## src/hdl/kmpi_pkg.sv

```systemverilog
// ----------------------------------------------------------------------------
// kmpi_pkg: keyboard and mouse port interface package
// Shared command codes, port addresses, scan codes and ring request type.
// ----------------------------------------------------------------------------
package kmpi_pkg;

  typedef enum logic [2:0] {
    CMD_WRITE = 3'd0,
    CMD_READ  = 3'd1,
    CMD_POLL  = 3'd2,
    CMD_KEY   = 3'd3,
    CMD_MOUSE = 3'd4
  } cmd_t;

  localparam logic [7:0] PORT_DATA    = 8'h60;
  localparam logic [7:0] PORT_CTRL    = 8'h61;
  localparam logic [7:0] PORT_PORTC   = 8'h62;
  localparam logic [7:0] PORT_STAT1   = 8'h64;
  localparam logic [7:0] PORT_STAT2   = 8'h65;
  localparam logic [7:0] PORT_SYSRST  = 8'h66;
  localparam logic [7:0] PORT_MOUSE_X = 8'h78;
  localparam logic [7:0] PORT_MOUSE_Y = 8'h7A;

  localparam logic [7:0] CODE_SELFTEST = 8'hAA;
  localparam logic [7:0] CODE_LEFT_DN  = 8'h7E;
  localparam logic [7:0] CODE_LEFT_UP  = 8'hFE;
  localparam logic [7:0] CODE_RIGHT_DN = 8'h7D;
  localparam logic [7:0] CODE_RIGHT_UP = 8'hFD;

  localparam logic [7:0] STAT_SET_MASK  = 8'h0D;
  localparam logic [7:0] STAT_KEEP_MASK = 8'h7F;
  localparam logic [7:0] NIBBLE_MASK    = 8'h0F;
  localparam logic [7:0] RDATA_IDLE     = 8'hFF;

  typedef struct packed {
    logic       push_a;
    logic       push_b;
    logic [7:0] code_a;
    logic [7:0] code_b;
    logic       fetch;
  } ring_req_t;

endpackage

```

## src/hdl/keyboard_mouse_port_interface_top.sv

```systemverilog
// ----------------------------------------------------------------------------
// keyboard_mouse_port_interface_top: keyboard and mouse port block
// Port decode, control/status bytes, mouse counters and result register.
// ----------------------------------------------------------------------------
// Result word: the input register loads at accept, and the result register loads from it
//   when advance is high (result register empty, or its word taken by out_tready).
// Throughput: one word per cycle unless out_tready stalls; set by the input-to-result pass.
// Reset: synchronous rst_n clears pointers, control/status bytes, counters and
//   handshake state; the ring storage is not cleared and needs no clearing pass.
module keyboard_mouse_port_interface_top #(
  parameter int RING_DEPTH = 16
) (
  input  logic        clk,
  input  logic        rst_n,
  input  logic        in_tvalid,
  output logic        in_tready,
  input  logic [39:0] in_tdata,  // port[7:0] wdata[15:8] mouse_dx[23:16] mouse_dy[31:24]
                                 // mouse_buttons[33:32] speaker_out[34] nmi_pending[35]
  input  logic [2:0]  in_tuser,  // cmd[2:0]
  output logic        out_tvalid,
  input  logic        out_tready,
  output logic [15:0] out_tdata  // rdata[7:0] kbd_irq[8] system_reset[9]
                                 // timer_gate[10] speaker_drive[11]
);
  import kmpi_pkg::*;

  cmd_t       cmd_r;
  logic [7:0] port_r, wdata_r, dx_r, dy_r;
  logic [1:0] btn_in_r;
  logic       spk_r, nmi_r;
  logic       in_valid_r;
  logic       advance;

  logic [7:0] ctrl_r, ctrl_nxt, latch_r, latch_nxt, stat1_r, stat1_nxt;
  logic [7:0] stat2_r, stat2_nxt, cx_r, cx_nxt, cy_r, cy_nxt;
  logic [1:0] btn_r, btn_nxt;
  logic       pend_r, pend_nxt;

  logic       out_valid_r;
  logic [15:0] out_data_r;

  logic [7:0] rdata_c, latch_v, nib, code_l, code_rt;
  logic       irq_c, sysrst_c, fetch_c, left_edge, right_edge;
  ring_req_t  req;
  logic       ring_empty;
  logic [7:0] fetched_code;

  assign advance   = in_valid_r && (!out_valid_r || out_tready);
  assign in_tready = !in_valid_r || advance;

  always_ff @(posedge clk) begin
    if (!rst_n) begin
      in_valid_r <= 1'b0;
    end else if (in_tvalid && in_tready) begin
      in_valid_r <= 1'b1;
    end else if (advance) begin
      in_valid_r <= 1'b0;
    end
  end

  always_ff @(posedge clk) begin
    if (in_tvalid && in_tready) begin
      cmd_r    <= cmd_t'(in_tuser);
      port_r   <= in_tdata[7:0];
      wdata_r  <= in_tdata[15:8];
      dx_r     <= in_tdata[23:16];
      dy_r     <= in_tdata[31:24];
      btn_in_r <= in_tdata[33:32];
      spk_r    <= in_tdata[34];
      nmi_r    <= in_tdata[35];
    end
  end

  always_comb begin
    ctrl_nxt   = ctrl_r;
    latch_nxt  = latch_r;
    stat1_nxt  = stat1_r;
    stat2_nxt  = stat2_r;
    cx_nxt     = cx_r;
    cy_nxt     = cy_r;
    btn_nxt    = btn_r;
    pend_nxt   = pend_r;
    rdata_c    = RDATA_IDLE;
    irq_c      = 1'b0;
    sysrst_c   = 1'b0;
    fetch_c    = 1'b0;
    req        = '0;
    latch_v    = pend_r ? fetched_code : latch_r;
    nib        = ctrl_r[2] ? (stat2_r & NIBBLE_MASK) : {4'b0000, stat2_r[7:4]};
    left_edge  = btn_in_r[0] ^ btn_r[0];
    right_edge = btn_in_r[1] ^ btn_r[1];
    code_l     = btn_in_r[0] ? CODE_LEFT_DN : CODE_LEFT_UP;
    code_rt    = btn_in_r[1] ? CODE_RIGHT_DN : CODE_RIGHT_UP;
    case (cmd_r)
      CMD_WRITE: begin
        case (port_r)
          PORT_CTRL: begin
            req.push_a = !ctrl_r[6] && wdata_r[6];
            req.code_a = CODE_SELFTEST;
            ctrl_nxt   = wdata_r;
            if (wdata_r[7]) begin
              latch_nxt = '0;
            end
          end
          PORT_STAT1:  stat1_nxt = wdata_r;
          PORT_STAT2:  stat2_nxt = wdata_r;
          PORT_SYSRST: sysrst_c  = 1'b1;
          default: ;
        endcase
      end
      CMD_READ: begin
        case (port_r)
          PORT_DATA: begin
            if (ctrl_r[7]) begin
              rdata_c = (STAT_SET_MASK | stat1_r) & STAT_KEEP_MASK;
            end else begin
              rdata_c  = latch_r;
              fetch_c  = !ring_empty;
              pend_nxt = !ring_empty;
            end
          end
          PORT_CTRL:    rdata_c = ctrl_r;
          PORT_PORTC:   rdata_c = nib | {1'b0, nmi_r, spk_r, 5'b00000};
          PORT_MOUSE_X: begin
            rdata_c = cx_r;
            cx_nxt  = '0;
          end
          PORT_MOUSE_Y: begin
            rdata_c = cy_r;
            cy_nxt  = '0;
          end
          default: ;
        endcase
      end
      CMD_POLL: begin
        irq_c     = pend_r;
        latch_nxt = latch_v;
        pend_nxt  = 1'b0;
        if (!ring_empty && latch_v == '0) begin
          fetch_c  = 1'b1;
          pend_nxt = 1'b1;
        end
      end
      CMD_KEY: begin
        req.push_a = 1'b1;
        req.code_a = wdata_r;
      end
      CMD_MOUSE: begin
        cx_nxt     = cx_r + dx_r;
        cy_nxt     = cy_r - dy_r;
        req.push_a = left_edge || right_edge;
        req.code_a = left_edge ? code_l : code_rt;
        req.push_b = left_edge && right_edge;
        req.code_b = code_rt;
        btn_nxt    = btn_in_r;
      end
      default: ;
    endcase
    req.fetch  = fetch_c && advance;
    req.push_a = req.push_a && advance;
    req.push_b = req.push_b && advance;
  end

  always_ff @(posedge clk) begin
    if (!rst_n) begin
      ctrl_r  <= '0;
      latch_r <= '0;
      stat1_r <= '0;
      stat2_r <= '0;
      cx_r    <= '0;
      cy_r    <= '0;
      btn_r   <= '0;
      pend_r  <= 1'b0;
    end else if (advance) begin
      ctrl_r  <= ctrl_nxt;
      latch_r <= latch_nxt;
      stat1_r <= stat1_nxt;
      stat2_r <= stat2_nxt;
      cx_r    <= cx_nxt;
      cy_r    <= cy_nxt;
      btn_r   <= btn_nxt;
      pend_r  <= pend_nxt;
    end
  end

  kmpi_ring #(
    .RING_DEPTH(RING_DEPTH)
  ) u_ring (
    .clk         (clk),
    .rst_n       (rst_n),
    .req         (req),
    .empty       (ring_empty),
    .fetched_code(fetched_code)
  );

  always_ff @(posedge clk) begin
    if (!rst_n) begin
      out_valid_r <= 1'b0;
    end else if (advance) begin
      out_valid_r <= 1'b1;
    end else if (out_tready) begin
      out_valid_r <= 1'b0;
    end
  end

  always_ff @(posedge clk) begin
    if (advance) begin
      out_data_r <= {4'b0000, ctrl_nxt[1], ctrl_nxt[0], sysrst_c, irq_c, rdata_c};
    end
  end

  assign out_tvalid = out_valid_r;
  assign out_tdata  = out_data_r;

`ifndef ASSERT_OFF
  a_irq_sysrst_excl: assert property (@(posedge clk) disable iff (!rst_n)
    out_valid_r |-> !(out_data_r[8] && out_data_r[9]))
    else $error("interrupt and system reset in one result");

  a_gate_tracks_ctrl: assert property (@(posedge clk) disable iff (!rst_n)
    advance |=> (out_data_r[10] == ctrl_r[0] && out_data_r[11] == ctrl_r[1]))
    else $error("timer gate or speaker drive out of step with control byte");
`endif

endmodule

```

## src/hdl/kmpi_ring.sv

```systemverilog
// ----------------------------------------------------------------------------
// kmpi_ring: scan-code ring
// Two interleaved banks take up to two pushes per word; one fetch per word
// reads the head entry into a registered read port.
// ----------------------------------------------------------------------------
module kmpi_ring #(
  parameter int RING_DEPTH = 16
) (
  input  logic                clk,
  input  logic                rst_n,
  input  kmpi_pkg::ring_req_t req,
  output logic                empty,
  output logic [7:0]          fetched_code
);
  import kmpi_pkg::*;

  localparam int PhysDepth = 2 * ((RING_DEPTH + 1) / 2);
  localparam int BankDepth = PhysDepth / 2;
  localparam int PtrW      = $clog2(PhysDepth);
  localparam int AddrW     = $clog2(BankDepth);
  localparam int CntW      = $clog2(RING_DEPTH);
  localparam logic [CntW-1:0] CntMax  = CntW'(RING_DEPTH - 1);
  localparam logic [PtrW-1:0] PtrLast = PtrW'(PhysDepth - 1);
  localparam logic [PtrW-1:0] PtrOne  = PtrW'(1);

  function automatic logic [PtrW-1:0] ptr_inc(input logic [PtrW-1:0] p);
    return (p == PtrLast) ? '0 : p + PtrOne;
  endfunction

  logic [7:0]      bank0 [BankDepth];
  logic [7:0]      bank1 [BankDepth];
  logic [7:0]      rd0_r, rd1_r;
  logic            sel_r;
  logic [PtrW-1:0] head_r, head_nxt, tail_r, tail_nxt, tail_a;
  logic [CntW-1:0] cnt_r, cnt_nxt, cnt_a;
  logic            ok_a, ok_b;
  logic            we0, we1;
  logic [AddrW-1:0] addr0, addr1, raddr;
  logic [7:0]      data0, data1;

  always_comb begin
    ok_a     = req.push_a && (cnt_r != CntMax);
    cnt_a    = cnt_r + CntW'(ok_a);
    ok_b     = ok_a && req.push_b && (cnt_a != CntMax);
    tail_a   = ptr_inc(tail_r);
    tail_nxt = ok_b ? ptr_inc(tail_a) : (ok_a ? tail_a : tail_r);
    head_nxt = req.fetch ? ptr_inc(head_r) : head_r;
    cnt_nxt  = cnt_a + CntW'(ok_b) - CntW'(req.fetch);
    we0   = (ok_a && !tail_r[0]) || (ok_b && !tail_a[0]);
    we1   = (ok_a && tail_r[0]) || (ok_b && tail_a[0]);
    addr0 = !tail_r[0] ? tail_r[PtrW-1:1] : tail_a[PtrW-1:1];
    addr1 = tail_r[0] ? tail_r[PtrW-1:1] : tail_a[PtrW-1:1];
    data0 = !tail_r[0] ? req.code_a : req.code_b;
    data1 = tail_r[0] ? req.code_a : req.code_b;
    raddr = head_r[PtrW-1:1];
  end

  always_ff @(posedge clk) begin
    if (!rst_n) begin
      head_r <= '0;
      tail_r <= '0;
      cnt_r  <= '0;
      sel_r  <= 1'b0;
    end else begin
      head_r <= head_nxt;
      tail_r <= tail_nxt;
      cnt_r  <= cnt_nxt;
      if (req.fetch) begin
        sel_r <= head_r[0];
      end
    end
  end

  always_ff @(posedge clk) begin
    if (we0) begin
      bank0[addr0] <= data0;
    end
    if (we1) begin
      bank1[addr1] <= data1;
    end
    if (req.fetch) begin
      rd0_r <= bank0[raddr];
      rd1_r <= bank1[raddr];
    end
  end

  assign empty        = (cnt_r == '0);
  assign fetched_code = sel_r ? rd1_r : rd0_r;

`ifndef ASSERT_OFF
  logic [PtrW-1:0] used_chk;
  assign used_chk = (tail_r >= head_r) ? (tail_r - head_r)
                                       : PtrW'(PhysDepth - int'(head_r) + int'(tail_r));

  a_count_matches_ptrs: assert property (@(posedge clk) disable iff (!rst_n)
    used_chk == PtrW'(cnt_r))
    else $error("ring count disagrees with pointers");

  a_full_drops_push: assert property (@(posedge clk) disable iff (!rst_n)
    (cnt_r == CntMax && !req.fetch) |=> $stable(tail_r))
    else $error("push accepted into full ring");

  a_no_fetch_empty: assert property (@(posedge clk) disable iff (!rst_n)
    req.fetch |-> !empty)
    else $error("fetch from empty ring");
`endif

endmodule

```

## config.mk

```make
export PLATFORM = sky130hd
export DESIGN_NAME = keyboard_mouse_port_interface_top
export DESIGN_NICKNAME = d
export VERILOG_FILES = /design/src/hdl/kmpi_pkg.sv /design/src/hdl/keyboard_mouse_port_interface_top.sv /design/src/hdl/kmpi_ring.sv
export SDC_FILE = /design/constraint.sdc
export NUM_CORES = 1
export LEC_CHECK = 0
export BUFFER_PORTS_ARGS = -buffer_cell sky130_fd_sc_hd__buf_2
export CAP_MARGIN = 40
export CORE_MARGIN = 3
export CORE_UTILIZATION = 45
export CTS_CLUSTER_DIAMETER = 50
export DETAILED_ROUTE_END_ITERATION = 8
export HOLD_SLACK_MARGIN = 0.08
export SLEW_MARGIN = 0
export SYNTH_ARGS = -nofsm -noshare
export SYNTH_HDL_FRONTEND = slang
export SYNTH_SLANG_ARGS = --single-unit
```

## constraint.sdc

```tcl
create_clock -name clk -period 7.8 [get_ports clk]
set_input_delay 0.78 -clock clk [delete_from_list [all_inputs] [get_ports clk]]
set_output_delay 0.78 -clock clk [all_outputs]
set_load 0.02 [all_outputs]
```

==> summary.txt <==
Layout
  • Final nets: between 900 and 1,000
  • Share of post-route cells with drive strength above 1: 0.200
  • Area grow syn2layout: 14.5%
  • Final cell count without fillers: around 1,300
  • Antenna cells: 0
  • Most frequent cells in the layout: edfxtp_1 (195), nor2_1 (102), dfxtp_1 (61)
  • Commonest non-fill, non-tap cell in the layout: edfxtp_1

Clocking
  • Clock slew at reported path FFs: about 0.06 ns
  • Number of buffers created by CTS: 30
  • CTS Root Cell: clkbuf_16
  • CTS tree: yes
  • Clk buf depth: 3
  • Worst-skew pair later-pin latency: ~0.57 ns
  • Post-CTS setup buffers: 0
  • PostCTS Resize Cnt: 0
  • H-tree levels: 1
  • Clock Sinks: about 260
  • Hold-fix buffers, CTS: 0

Global routing
  • First-pass GRT wire length: ~40,000 um
  • Vias in the first global route: 6,844
  • GR Util All Layers: 0.189
  • Total gr overflow: 0
  • Initial antenna violation count: 0
  • Largest net degree at the start of global routing: 49

Pwr
  • Highest ir drop seen on vdd: 0.209 mV
  • Pwr/cell area: between 200 and 250 mW/mm^2
  • P_leak: about 4.4 nW

Die
  • Die ar.: ~0.027 mm^2
  • Initial Utilization: 0.461
  • Row count: 57
  • I/O pins: 65
  • Die Wd: 165 um
  • Chip height: roughly 160 um
  • Core area: approximately 0.025 mm^2

Worst setup path
  • Worst r2r src: cmd_r[2]
  • Worst Path Required: roughly 8.0 ns
  • Cell Chain, Critical Path: or3_4, nor4_4, a311oi_1, or2_1, inv_2, ha_1, ha_1, xor2_1, ha_1, nand3_1, nor4b_1, and2_1, o211ai_1, nor2_1
  • Worst setup endpoint: u_ring.bank1[4][5]
  • Startpoint Class: flip-flop
  • Kind of critical path: reg2reg
  • R2R setup slack: about 2.8 ns
  • Setup crit start: cmd_r[2]
  • Crit-path slowest cell: nor2_1
  • CP most frequent cell: ha_1
  • Reg2Reg Capture Point: u_ring.bank1[4][5]
  • CP arrival: between 5 and 6 ns
  • Worst R2R Path Depth: 14
  • CP endpoint kind: flip-flop
  • Worst path max stage delay: around 0.66 ns
  • Worst-path maximum fanout: 9

Timing
  • Min cycle time layout: 5.00 ns
  • Worst Max-Slew Pin Slew: 0.895 ns
  • Setup TNS: 0 ns
  • Period utilization: 0.641
  • Pins over their slew limit: 0
  • Slew margin rel.: 0.397
  • Fin Clk Skew: around 0.031 ns
  • Final setup fails: 0
  • Final hold viol count: 0
  • Fmax: approximately 0.2 GHz
  • RSZ-0062 raised after global routing: false

Synth
  • Synth Area per Inst: ~13 um^2
  • Cells after Synth: 842
  • Flops & latches, synth: 257
  • Post-synth EDFFs: roughly 200
  • Synth warnings: 0
  • Ys flop type: edfxtp_1
  • Post-synth cell types: 68
  • Post-synthesis sequential area ratio: 0.628
  • Asr flop ratio synth: 0
  • Cell area after synthesis: around 0.011 mm^2

Detailed routing
  • DRC Markers: 0
  • Per-cell routed wire length: around 20 um
  • Vias: between 6,000 and 7,000
  • Drt initial violations: 613
  • Final wirelength: roughly 25,000 um
  • First-pass DRT Iterations: 5
  • Post-route ant nets: 0
  • Routed vias/inst: 5.53

Placed design
  • Placed insts: between 1,000 and 1,500
  • DP HPWL: approximately 17,000 um
  • Placer Congestion: 0.877
  • PortBufs: 56

Run
  • Maxcap violations: 0

Worst hold path
  • HP Class: in2reg

Status
  • Status: finished, final reports clean
through the flow:
stage,utilization,instance area (um^2),total power [mW],hold slack [ns],setup WS [ns]
global placement,0.484,11900,1.63,0.458,2.90
global route,0.528,13000,3.03,0.361,2.42
CTS,0.528,13000,2.96,0.360,2.86
detailed placement,0.489,12000,1.63,0.467,2.87
finish,0.528,13000,2.94,0.386,2.80
floorplan,-,11300,1.59,0.448,3.81
worst max-delay path: cells and delay by family (launching register included):
family                   cells  cell delay (ns)
AO/OA/AOI/OAI                2             0.32
buffers and inverters        1             0.18
AND/OR/NAND/NOR              7             2.99
XOR/XNOR                     1             0.08
adder cells (fa/ha/maj)      3             0.56
flip-flops                   1             0.48
cell type report:
cell class	count	area, um^2
Clock inverter	21	198
Multi-Input combinational cell	520	3940
Fill cell	2102	11600
Timing Repair Buffer	76	444
Inverter	28	105
Clock buffer	33	762
Tap cell	324	405
Sequential cell	257	7100
cells by family (layout without fill, tap and decap cells):
group | Yosys count | count (layout) | share of synthesized area
flip-flops | 257 | 257 | 0.628
multiplexers | 93 | 93 | 0.120
AO/OA/AOI/OAI | 131 | 131 | 0.0753
buffers and inverters | 68 | 158 | 0.0252
adder cells (fa/ha/maj) | 28 | 28 | 0.0328
other | 1 | 4 | 0.000332
AND/OR/NAND/NOR | 246 | 246 | 0.104
XOR/XNOR | 18 | 18 | 0.0139
worst min path at each step:
stage	startpoint	to	cells after the start
finish	in_tdata[3]	port_r[3]	1
global route	in_tdata[11]	wdata_r[3]	1
detailed placement	btn_r[1]	btn_r[1]	2
floorplan	cx_r[0]	cx_r[0]	2
global placement	btn_r[1]	btn_r[1]	2
CTS	in_tdata[32]	btn_in_r[0]	1
sequential cells by signal, indices dropped and copies added, names as in the netlist, 2 cells and up:
register and count:
u_ring.bank0 64, u_ring.bank1 64, out_tdata 12, ctrl_r 8
cx_r 8, cy_r 8, dx_r 8, dy_r 8
latch_r 8, port_r 8, stat2_r 8, u_ring.rd0_r 8
u_ring.rd1_r 8, wdata_r 8, stat1_r 4, u_ring.cnt_r 4
u_ring.head_r 4, u_ring.tail_r 4, cmd_r 3, btn_in_r 2
btn_r 2
cell usage after synthesis (5+ instances only):
cell / number / area (um^2)
or3_1: 7 / 43.8
and2_1: 9 / 56.3
mux2_2: 25 / 282
a21o_1: 8 / 60.1
nand2b_1: 6 / 37.5
nor3_1: 14 / 70.1
xnor2_1: 15 / 131
a22oi_1: 14 / 105
o211ai_1: 5 / 37.5
nand3b_1: 5 / 37.5
nand2_1: 48 / 180
o2111ai_1: 6 / 52.6
nand3_1: 23 / 115
nor2_1: 102 / 383
mux2i_1: 36 / 360
o21ai_0: 25 / 125
mux4_2: 32 / 721
ha_1: 24 / 300
dfxtp_1: 62 / 1240
inv_1: 26 / 97.6
edfxtp_1: 195 / 5860
buf_2: 6 / 30.0
nor2b_1: 8 / 50.1
clkbuf_1: 26 / 97.6
a21oi_1: 41 / 205
metal layers:
metal,GRT usage,wire (um),vias up
met5,0,0,-
met4,0.0530,656,0
li1,-,-,3322
met3,0.0306,1230,41
met1,0.282,12000,3437
met2,0.289,11200,158
power by group:
| group | internal (mW) | total (mW) | switching, mW |
|---|---|---|---|
| Sequential | 1.49 | 1.51 | 0.0180 |
| Clock | 0.776 | 1.33 | 0.557 |
| Combinational | 0.0342 | 0.0969 | 0.0628 |
Note: power is estimated with default switching activity, not from simulation.
